$ cat config.mk
export PLATFORM = sky130hd
export DESIGN_NAME = ftem_ctrl
export DESIGN_NICKNAME = d
export VERILOG_FILES = /design/src/rtl/ftem_pkg.sv /design/src/rtl/ftem_ctrl.sv
export SDC_FILE = /design/constraint.sdc
export NUM_CORES = 1
export LEC_CHECK = 0
export ABC_CLOCK_PERIOD_IN_PS = 1900
export BUFFER_PORTS_ARGS = -buffer_cell sky130_fd_sc_hd__buf_2
export CAP_MARGIN = 40
export CORE_AREA = 4 4 41 43
export DETAILED_ROUTE_END_ITERATION = 16
export DIE_AREA = 0 0 45 47
export RECOVER_POWER = 25
export SETUP_SLACK_MARGIN = 0.15
export SLEW_MARGIN = 0
export SYNTH_ARGS = -nofsm -noshare
export SYNTH_HDL_FRONTEND = slang
export SYNTH_SLANG_ARGS = --single-unit
$ cat constraint.sdc
create_clock -name clk -period 1.9 [get_ports clk]
set_clock_uncertainty 0.15 [all_clocks]
set_input_delay 0 -clock clk [delete_from_list [all_inputs] [get_ports clk]]
set_output_delay 0 -clock clk [all_outputs]
set_load 0.01 [all_outputs]
$ cat src/rtl/ftem_pkg.sv
// shared types, constants and the crc32c byte step for the flow key table
`default_nettype none
package ftem_pkg;

    localparam int KEY_ADDR_W  = 64;
    localparam int KEY_PPP_W   = 40;
    localparam int GROUP_W     = 6;
    localparam int HASH_BYTES  = 16;
    localparam int HASH_CNT_W  = $clog2(HASH_BYTES);
    localparam int KEY_BITS    = HASH_BYTES * 8;
    localparam logic [31:0] CRC_POLY = 32'h82F6_3B78;

    typedef struct packed {
        logic                  valid;
        logic [KEY_ADDR_W-1:0] addresses;
        logic [KEY_PPP_W-1:0]  ports_protocol;
        logic [GROUP_W-1:0]    group;
    } entry_t;

    localparam int ENTRY_W = $bits(entry_t);

    typedef struct packed {
        logic load;
        logic clear_wr;
        logic hash_step;
        logic probe_init;
        logic advance;
        logic ins_wr;
        logic finish;
        logic fin_hit;
        logic fin_stored;
    } cmd_t;

    typedef struct packed {
        logic clear_last;
        logic hash_last;
        logic is_insert;
        logic group_ok;
        logic table_full;
        logic table_empty;
        logic slot_valid;
        logic key_match;
        logic probe_last;
    } status_t;

    // reflected crc32c, one byte
    function automatic logic [31:0] crc32c_byte(input logic [31:0] crc, input logic [7:0] data);
        logic [31:0] c;
        int          i;
        c = crc ^ {24'h0, data};
        for (i = 0; i < 8; i++)
        begin
            c = (c >> 1) ^ (c[0] ? CRC_POLY : 32'h0);
        end
        return c;
    endfunction

endpackage
`default_nettype wire

$ cat src/rtl/ftem_ctrl.sv
// controller state machine: clearing pass, hashing, probe walk
`default_nettype none
module ftem_ctrl
    import ftem_pkg::*;
(
    input  wire logic    clk,
    input  wire logic    rst_n,
    input  wire logic    start,
    output logic         busy,
    input  wire status_t status,
    output cmd_t         cmd
);

    typedef enum logic [4:0] {
        ST_CLEAR = 5'b00001,
        ST_IDLE  = 5'b00010,
        ST_HASH  = 5'b00100,
        ST_READ  = 5'b01000,
        ST_CHECK = 5'b10000
    } state_t;

    state_t state_reg, state_next;

    always_ff @(posedge clk or negedge rst_n)
    begin
        if (!rst_n)
        begin
            state_reg <= ST_CLEAR;
        end
        else
        begin
            state_reg <= state_next;
        end
    end

    assign busy = (state_reg != ST_IDLE);

    always_comb
    begin
        state_next = state_reg;
        cmd        = '0;
        unique case (state_reg)
            ST_CLEAR:
            begin
                cmd.clear_wr = 1'b1;
                if (status.clear_last)
                begin
                    state_next = ST_IDLE;
                end
            end
            ST_IDLE:
            begin
                if (start)
                begin
                    cmd.load   = 1'b1;
                    state_next = ST_HASH;
                end
            end
            ST_HASH:
            begin
                cmd.hash_step = 1'b1;
                if (status.hash_last)
                begin
                    priority if (status.is_insert && (!status.group_ok || status.table_full))
                    begin
                        cmd.finish = 1'b1;
                        state_next = ST_IDLE;
                    end
                    else if (!status.is_insert && status.table_empty)
                    begin
                        cmd.finish = 1'b1;
                        state_next = ST_IDLE;
                    end
                    else
                    begin
                        cmd.probe_init = 1'b1;
                        state_next     = ST_READ;
                    end
                end
            end
            ST_READ:
            begin
                state_next = ST_CHECK;
            end
            ST_CHECK:
            begin
                priority if (!status.slot_valid)
                begin
                    // empty slot ends both walks
                    cmd.finish = 1'b1;
                    if (status.is_insert)
                    begin
                        cmd.ins_wr     = 1'b1;
                        cmd.fin_stored = 1'b1;
                    end
                    state_next = ST_IDLE;
                end
                else if (!status.is_insert && status.key_match)
                begin
                    cmd.finish  = 1'b1;
                    cmd.fin_hit = 1'b1;
                    state_next  = ST_IDLE;
                end
                else if (status.probe_last)
                begin
                    cmd.finish = 1'b1;
                    state_next = ST_IDLE;
                end
                else
                begin
                    cmd.advance = 1'b1;
                    state_next  = ST_READ;
                end
            end
            default:
            begin
                state_next = ST_IDLE;
            end
        endcase
    end

endmodule
`default_nettype wire

=== After elaboration in Yosys (flattened, before gate mapping) ===
Index checks and enable logic that the tools add are counted.

* Word-level logic and storage cells: 49
* Register bits: 5
* Output and inout port bits: 10
* Input bits: 12

* Reductions and logical operators: 7
* Equality and inequality tests: 9
* Mux-type cells: 32

{| class="wikitable"
|+ Operators by type and width
! kind !! count
|-
| 2-to-1 mux 5 bit || 6
|-
| case mux 5 bit (5 select lines) || 1
|-
| 2-to-1 mux 1 bit || 19
|-
| 2-to-1 mux 4 bit || 2
|-
| 2-to-1 mux 2 bit || 3
|-
| inequality test 2 bit, second input constant || 3
|-
| equality test 5 x 1 -> 1 bit, second input constant || 1
|-
| equality test 5 x 2 -> 1 bit, second input constant || 1
|-
| equality test 5 x 3 -> 1 bit, second input constant || 1
|-
| equality test 5 x 4 -> 1 bit, second input constant || 1
|-
| equality test 5 bit, second input constant || 1
|-
| inequality test 5 x 2 -> 1 bit, second input constant || 1
|-
| logical AND 1 bit || 3
|-
| AND reduction 3 bit || 1
|-
| zero test 1 bit || 2
|-
| case mux 1 bit (2 select lines) || 1
|-
| logical OR 1 bit || 1
|}

=== Depth between registers and ports, before layout ===
Gate-level depths: netlist of run 1.

* Depth in word-level cells: 6
* Gate-level depth with buffers: 4
* Mapped depth without buffers: 4

=== Worst setup path before layout of run 1 ===
OpenSTA, ideal clock, no wires.

* Kind: register -> output
* Start point: reg state_reg[3]
* End point: out cmd[3] (netlist name)
* Arrival time: 1,382 ps
* Data required time: 1,750 ps
* Buffers on the path: 1
* Stages on the path, launching flop included: 5
* Path slack: 368 ps
* Cell sequence: dfrtp_1 -> nand2b_1 -> nand3b_1 -> nor3b_1 -> buf_4

{| class="wikitable"
|+ RTL lines
! what !! line !! RTL
|-
| start: declaration || ftem_ctrl.sv:22 || <nowiki>state_t state_reg, state_next;</nowiki>
|-
| start signal: assignment || ftem_ctrl.sv:32 || <nowiki>state_reg <= state_next;</nowiki>
|-
| end: declaration || ftem_ctrl.sv:11 || <nowiki>output cmd_t cmd</nowiki>
|}

==> run metrics, run 1 <==
proportion of synthesized area in mux cells 0%; Starting Density 31.06%; crit path DAT 1.51 ns; fill count 128; I/O pin count 22; Crit Path Class reg2out; Synth Area in Simple Gates 42.11%; Synth Net Count 58; Hold Vio Cnt, Final 0; wirelength, routed 1.107 mm; routability cong. 0.7181; worst r2r dst state_reg[3]; synthesized area 404.1 um^2; end-of-flow core utilization 49.13%; Synth cell types 25; Final Total Pwr 0.0005808 W; synth warn 0; maxcap violations 0; Synth Area in XOR/XNOR 2.167%; TritonCTS clock tree done; P_int 0.0003465 W; Tightest Hold Check Type in2async; Root Driver clkbuf_4; crit start category flop; post-route cell area 639.4 um^2; DR WL/cell 11.90 um; Max VDD drop 0.4503 mV; number of flops mapped to enable cells by yosys 0; Yosys top cell area share 24.77%; share of cells above drive strength 1 44.87%; clock insertion delay at the later pin of the skew report 0.25 ns; Adder-Cell Fraction of Synth Area 0%; P_sw 0.0002343 W; Pwr Density 908.4 mW/mm^2; Initial DRC Count 5; f_max 0.6022 GHz; die height 47 um; area occupied by registers 128.9 um^2; Primary FF master, synth dfrtp_1; most numerous cell in the Yosys netlist nor2_1; list of most frequent post-synthesis cells 6 x nor2_1, 4 x and3_1, 4 x dfrtp_1; status finished, final reports clean; first-pass GRT wire length 1.621 mm; Lkg Pwr 0.3003 nW; Yosys reg bits 5; Crit Reg-Reg Startpoint state_reg[0]; worst stage delay on the critical path 0.39 ns; Worst Path Required 1.75 ns; final period utilization 87.40%; largest net degree at the start of global routing 8; GRT overflow 0; Post-synth ARST share 100.0%; Die Wd 45 um; Area Growth Syn to Fin 58.20%; Synth Area in Compound Gates 18.89%; post-placement cell area 520.5 um^2; CP Cell Sequence nand2b_4 > nor4_4 > nand2_1 > o22ai_1 > buf_2; TritonCTS Sinks 5; Worst-Margin Slew 0.4526 ns; Vias/cell 5.054; Residual DRC 0; syn_area_per_cell 8.786 um^2; Post-Synthesis Cells 46; Setup-failing EPs final 0; Comb power frac 45.8%; # diodes 0; register-to-register setup slack 0.37 ns; synth top area cells dfrtp_1 25%, dfstp_2 6.5%, and3_1 6.2%; antenna violations before repair 0; cts bufs inserted 3; Hold WS 0.09363 ns; CP max-delay cell dfstp_2; area of the core 0.001301 mm^2; Sw Share 40.34%; Clk pwr share 21.9%; Max Root-Sink Buffers 2; Worst setup EP type output pin; Post-DRT Antenna Nets 0; row count 13; vias in the first global route 432; largest family of logic cells by synthesized area simple AND/OR/NAND/NOR gates; Crit Path Max Fanout 5; Largest register FFs 5; die area 0.002115 mm^2; # port buffers 21; Final #Nets 91; area leader, netlist dfrtp_1; H-tree Lvls 1; All-Layer GR Usage 11.11%; sequential area share after synthesis 31.27%; Fin Setup TNS 0 ns; Reg2Reg Depth 5; multi-input logic area 271.5 um^2; crit path time final 1.661 ns; Clk pin slew, worst setup/hold paths 0.05 ns; iteration count of the initial detailed-routing pass 3; Slew Viols, Final 0; Sequential Power Share 32.3%; Slew HR 69.55%; RSZ-0062 raised after global routing true; via count 470
## timing repair
action,in CTS,in global routing
endpoints found under the setup margin,0,5
hold endpoints to repair,9,0
hold buffers,6,0
gates resized for setup,0,5
buffers inserted,0,2
## through the flow
stage | setup slack (ns) | std cells
global placement | 0.4527 | 81
CTS | 0.1659 | 91
global route | 0.1206 | 93
floorplan | 0.3678 | 46
finish | 0.2395 | 93
detailed placement | 0.4380 | 81
## critical path: cells and delay by family (launching register included)
| family | cells | cell delay (ns) |
|---|---|---|
| AOI/OAI and AO/OA | 1 | 0.14 |
| buffers and inverters | 1 | 0.15 |
| DFF | 1 | 0.39 |
| and+or+nand+nor | 3 | 0.58 |
## per-layer routing
metal	vias up	routed length [um]	track usage, %	share of wire, %
met5	-	0	0	0
met4	0	23	7.018	2.1
met3	4	88	3.831	7.9
met2	24	510	18.64	46
met1	205	485	11.98	44
li1	237	-	-	-
## worst max-delay path by stage
stage | from | to | slack (ns)
6_report | state_reg[0] | cmd[2] | 0.24
5_1_grt | state_reg[0] | cmd[2] | 0.12
4_1_cts | state_reg[3] | cmd[1] | 0.17
3_5_place_dp | state_reg[3] | state_reg[3] | 0.44
3_3_place_gp | state_reg[2] | state_reg[1] | 0.45
2_1_floorplan | state_reg[3] | cmd[3] | 0.37
## layout make-up
type	count	area share [%]
Clock buffer	4	4.110
Inverter	4	2.348
Multi-Input combinational cell	36	42.47
Sequential cell	5	20.16
Tap cell	15	2.935
Timing Repair Buffer	29	27.98
## cells by family (layout without fill, tap and decap cells)
group,after synthesis,in the layout
compound gates,9,9
xor+xnor,1,1
buf+inv,5,37
flops,5,5
simple gates,26,26
## power groups by stage
| stage | clock network [W] | registers, W | logic (W) |
|---|---|---|---|
| floorplan | 0 | 0.000168 | 0.000167 |
| global placement | 0 | 0.000179 | 0.000236 |
| detailed placement | 0 | 0.000179 | 0.000233 |
| CTS | 0.000134 | 0.000178 | 0.000244 |
| global route | 0.000139 | 0.000190 | 0.000293 |
| finish | 0.000127 | 0.000188 | 0.000266 |
## placed cells by master (no fill, tap or decap)
cell	count
buf_2	20
nor2_1	6
dlygate4sd3_1	6
and3_1	4
inv_1	3
o22ai_1	3
nor2b_1	3
clkbuf_4	3
nand2b_1	2
nand2_1	2
clkbuf_1	2
buf_4	2
dfrtp_1	2
dfrtp_2	2
nand3b_1	1
nor3b_2	1
nand2b_4	1
nor4_4	1
nor3b_1	1
inv_2	1
or3b_1	1
nor4_2	1
a2bb2oi_1	1
nor4_1	1
a22oi_2	1
a211oi_2	1
xor2_1	1
a32oi_1	1
o41ai_1	1
a31oi_1	1
and4b_1	1
dfstp_2	1
Note: power is estimated with default switching activity, not from simulation.
==> run 2: changes to the inputs <==
==> constraint.sdc (replaced) <==
create_clock -name clk -period 1.9 [get_ports clk]
set_clock_uncertainty 0.15 [all_clocks]
set_input_delay 0 -clock clk [delete_from_list [all_inputs] [get_ports clk]]
set_output_delay 0 -clock clk [all_outputs]
set_load 0.05 [all_outputs]
==> run metrics, run 2 (synthesis gave the netlist of run 1 again) <==
Final #Nets 94; All-Layer GR Usage 13.47%; dpl hpwl 875 um; pre-CTS setup slack 0.3190 ns; antenna violations before repair 0; Area Growth Syn to Fin 73.68%; Clk pin slew, worst setup/hold paths 0.05 ns; vias in the first global route 495; Largest register FFs 5; GR Layer Usage met3 4.598%; die height 47 um; Worst setup EP type output pin; crit path time final 1.719 ns; # diodes 0; TritonCTS Sinks 5; commonest non-fill, non-tap cell in the layout buf_2; Setup-failing EPs final 0; routability cong. 0.7335; crit start category flop; cts bufs inserted 3; Lkg Pwr 0.3170 nW; met2 Resource Use GR 26.55%; largest net degree at the start of global routing 8; # port buffers 21; register-to-register setup slack 0.38 ns; end-of-flow core utilization 53.94%; Crit Path Class reg2out; most frequent cells in the layout 14 x buf_2, 7 x buf_4, 6 x dlygate4sd3_1; Worst Setup Slack, final 0.1812 ns; die area 0.002115 mm^2; Vias/cell 5.063; iteration count of the initial detailed-routing pass 4; f_max 0.5818 GHz; post-route cell area 701.9 um^2; Max VDD drop 0.8436 mV; Slew Viols, Final 0; placed instance count 81; Top Usage Layer GRT met2; area of the core 0.001301 mm^2; status finished, final reports clean; post-placement cell area 535.5 um^2; wirelength, routed 1.213 mm; Residual DRC 0; Worst-Margin Slew 0.4612 ns; maxcap violations 0; row count 13; multi-input logic area 279.0 um^2; Slew HR 68.97%; TritonCTS clock tree done; Hold Vio Cnt, Final 0; fill count 131; first-pass GRT wire length 2.063 mm; Tightest Hold Check Type in2async; Max Root-Sink Buffers 2; final period utilization 90.47%; I/O pin count 22; Starting Density 31.06%; share of cells above drive strength 1 54.32%; crit path DAT 1.57 ns; DR WL/cell 12.64 um; GRT overflow 0; RSZ-0062 raised after global routing true; Die Wd 45 um; H-tree Lvls 1; Final Non-Filler Cells 96; Pwr Density 988.1 mW/mm^2; Initial DRC Count 6; Crit Path Max Fanout 3; met1 GRT Util 13.99%; area occupied by registers 131.4 um^2; clock insertion delay at the later pin of the skew report 0.24 ns; via count 486; Worst Path Required 1.75 ns; Post-DRT Antenna Nets 0; Root Driver clkbuf_4
run 2: cell types whose count changed in the layout (fill, tap and decap cells not counted), sizes merged:
cell    delta
buf        +2
clkbuf     +1
run 2: repair_timing:
item,CTS,global route
endpoints found under the hold margin,9,0
pin swaps,2,2
hold buffers,6,0
setup endpoints to repair,5,7
resized for setup,9,8
setup buffers,5,0
run 2: path summary, 6_finish.rpt:
check,start,endpoint,cells after the start
hold reg to reg,state_reg[0],state_reg[1],2
max in group asynchronous,rst_n,state_reg[3],3
setup reg to reg,state_reg[3],state_reg[3],5
min in group clk,status[2],state_reg[3],4
setup / recovery,state_reg[3],cmd[3],5
hold / removal,rst_n,state_reg[0],2
run 2: where the power goes:
part	internal (W)	switching (W)	leakage [nW]
sequential	0.000133	0.0000516	0.0563
clock	0.0000795	0.0000453	0.0150
combinational	0.000149	0.000235	0.246
total	0.000362	0.000332	0.317
run 2: cell type report:
type,instances,share of cell area [%]
multi-input cells,36,39.75
repair buffers,32,32.98
flip-flops and latches,5,18.72
clock buffers,4,3.743
well taps,15,2.674
inverters,4,2.139
run 2: routing by layer:
layer | share of wire [%] | wire [um]
met5 | 0 | 0
met4 | 0 | 0
met3 | 7.3 | 89
met2 | 54 | 655
met1 | 39 | 468
run 2: through the flow:
step	setup TNS, ns	total power (W)	hold WS, ns
global route	0	0.0007381	0.1083
floorplan	-0.2382	0.0004378	-0.4456
CTS	0	0.0006808	0.06925
finish	0	0.0006936	0.08998
detailed placement	0	0.0005131	-0.3306
global placement	0	0.0005169	-0.3313
run 2: worst max-delay path, cell delays in order, from the launching register on:
cell      delay (ns)
dfrtp_2         0.39
nand2b_1        0.18
nand3b_1        0.24
nor3b_2         0.23
buf_4           0.15
buf_8           0.13
==> run 3: changes to the inputs <==
--- a/config.mk
+++ b/config.mk
@@ -5,6 +5,7 @@
 export SDC_FILE = /design/constraint.sdc
 export NUM_CORES = 1
 export LEC_CHECK = 0
+export ABC_AREA = 1
 export ABC_CLOCK_PERIOD_IN_PS = 1900
 export BUFFER_PORTS_ARGS = -buffer_cell sky130_fd_sc_hd__buf_2
 export CAP_MARGIN = 40
==> run metrics, run 3 <==
status finished, final reports clean; met1 GRT Util 12.01%; number of flops mapped to enable cells by yosys 0; Yosys top cell area share 22.35%; Max Root-Sink Buffers 2; Crit Path Max Fanout 4; Hold Vio Cnt, Final 0; Worst setup EP type output pin; Worst-Margin Slew 0.2522 ns; area of the core 0.001301 mm^2; Clk pin slew, worst setup/hold paths 0.04 ns; cts bufs inserted 3; Setup crit start state_reg[3]; TritonCTS Sinks 5; Area Growth Syn to Fin 44.41%; Vias/cell 4.281; CP Cell Sequence nor2_4 > nand3_2 > nor2_2 > nor2_1 > nor2_1 > buf_2; Setup-failing EPs final 0; area occupied by registers 126.4 um^2; share of cells above drive strength 1 41.41%; Lkg Pwr 0.3810 nW; Crit Path Class reg2out; syn_area_per_cell 6.399 um^2; Slew HR 83.31%; wirelength, routed 974 um; PostCTS Resize Cnt 0; first-pass GRT wire length 1.656 mm; synth top area cells dfrtp_1 22%, nand2_1 15%, nor2_1 11%; die area 0.002115 mm^2; Largest register FFs 5; crit path DAT 1.50 ns; Post-Synthesis Cells 70; Synth Net Count 82; # diodes 0; Tightest Hold Check Type in2reg; crit path time final 1.648 ns; Starting Density 34.42%; Max VDD drop 0.8761 mV; Slew Viols, Final 0; register-to-register setup slack 0.55 ns; RSZ-0062 raised after global routing false; row count 13; Crit Reg-Reg Startpoint state_reg[0]; Die Wd 45 um; routability cong. 0.7214; end-of-flow core utilization 49.71%; antenna violations before repair 0; DR WL/cell 8.544 um; die height 47 um; GRT overflow 0; list of most frequent post-synthesis cells 18 x nand2_1, 13 x nor2_1, 12 x inv_1; sequential area share after synthesis 28.21%; synth warn 0; Hold WS 0.05710 ns; TritonCTS clock tree done; clock insertion delay at the later pin of the skew report 0.24 ns; Residual DRC 0; Synth cell types 17; All-Layer GR Usage 10.88%; # port buffers 21; final period utilization 86.72%; GR Layer Usage met3 2.299%; Post-synth ARST share 100.0%; Pwr Density 1196 mW/mm^2; Initial DRC Count 9; Yosys reg bits 5; vias in the first global route 464; commonest non-fill, non-tap cell in the layout buf_2; iteration count of the initial detailed-routing pass 2; Primary FF master, synth dfrtp_1; via count 488; Top Usage Layer GRT met2; Root Driver clkbuf_4; f_max 0.6069 GHz; met2 Resource Use GR 18.93%; dpl hpwl 812.1 um; Fin Setup TNS 0 ns; multi-input logic area 269.0 um^2; area leader, netlist dfrtp_1; maxcap violations 0; worst stage delay on the critical path 0.43 ns; crit start category flop; fill count 145; H-tree Lvls 1; CP max-delay cell dfrtp_1; hold path startpoint status[0]; Worst Path Required 1.75 ns; Final #Nets 112; I/O pin count 22; largest net degree at the start of global routing 7; synthesized area 447.9 um^2; most numerous cell in the Yosys netlist nand2_1; Post-DRT Antenna Nets 0; most frequent cells in the layout 20 x buf_2, 18 x nand2_1, 12 x inv_1, 12 x nor2_1; most used cell, CP nor2_1
-- run 3: cell type report --
cell class	count	area share [%]
Sequential cell	5	19.54
Inverter	14	8.124
Tap cell	15	2.901
Clock buffer	4	4.062
Timing Repair Buffer	26	23.79
Multi-Input combinational cell	50	41.59
-- run 3: critical path: cells and delay by family, from the launching register on --
kind | cells | cell delay [ns]
and+or+nand+nor | 5 | 0.56
DFF | 1 | 0.43
buffers and inverters | 1 | 0.26
-- run 3: final timing paths --
| kind | endpoint | depth (start not counted) |
|---|---|---|
| hold / removal | state_reg[3] | 6 |
| min in group asynchronous | state_reg[0] | 2 |
| setup / recovery | cmd[2] | 6 |
| max in group asynchronous | state_reg[1] | 3 |
| setup reg to reg | state_reg[1] | 7 |
| hold reg to reg | state_reg[4] | 3 |
-- run 3: timing repair --
action                    in CTS  in global routing
hold buffers                   5                  0
hold endpoints to repair       8                  0
buffers inserted               0                  0
-- run 3: power breakdown --
group	switching, W	total (W)	internal [W]
Clock	0.0000434	0.000123	0.0000794
Sequential	0.0000337	0.000167	0.000133
Combinational	0.000339	0.000484	0.000144
-- run 3: logic make-up after synthesis --
logic type      synth area share, %
flops                         28.21
simple gates                  55.86
compound gates                2.514
buf+inv                       13.41
-- run 3: metal layers --
metal | wire length [um] | up-vias
met3 | 27 | 2
met1 | 411 | 212
li1 | - | 265
met5 | 0 | -
met2 | 515 | 9
met4 | 19 | 0
-- run 3: through the flow --
stage               area, um^2  std cells  worst slack, ns   power, W
floorplan                455.4         70          0.05931  0.0005577
global placement         571.8        105           0.5044  0.0006522
detailed placement       571.8        105           0.4957  0.0006506
CTS                      648.1        114           0.2310  0.0007851
global route             646.9        114           0.1761  0.0008380
finish                   646.9        114           0.2524  0.0007737
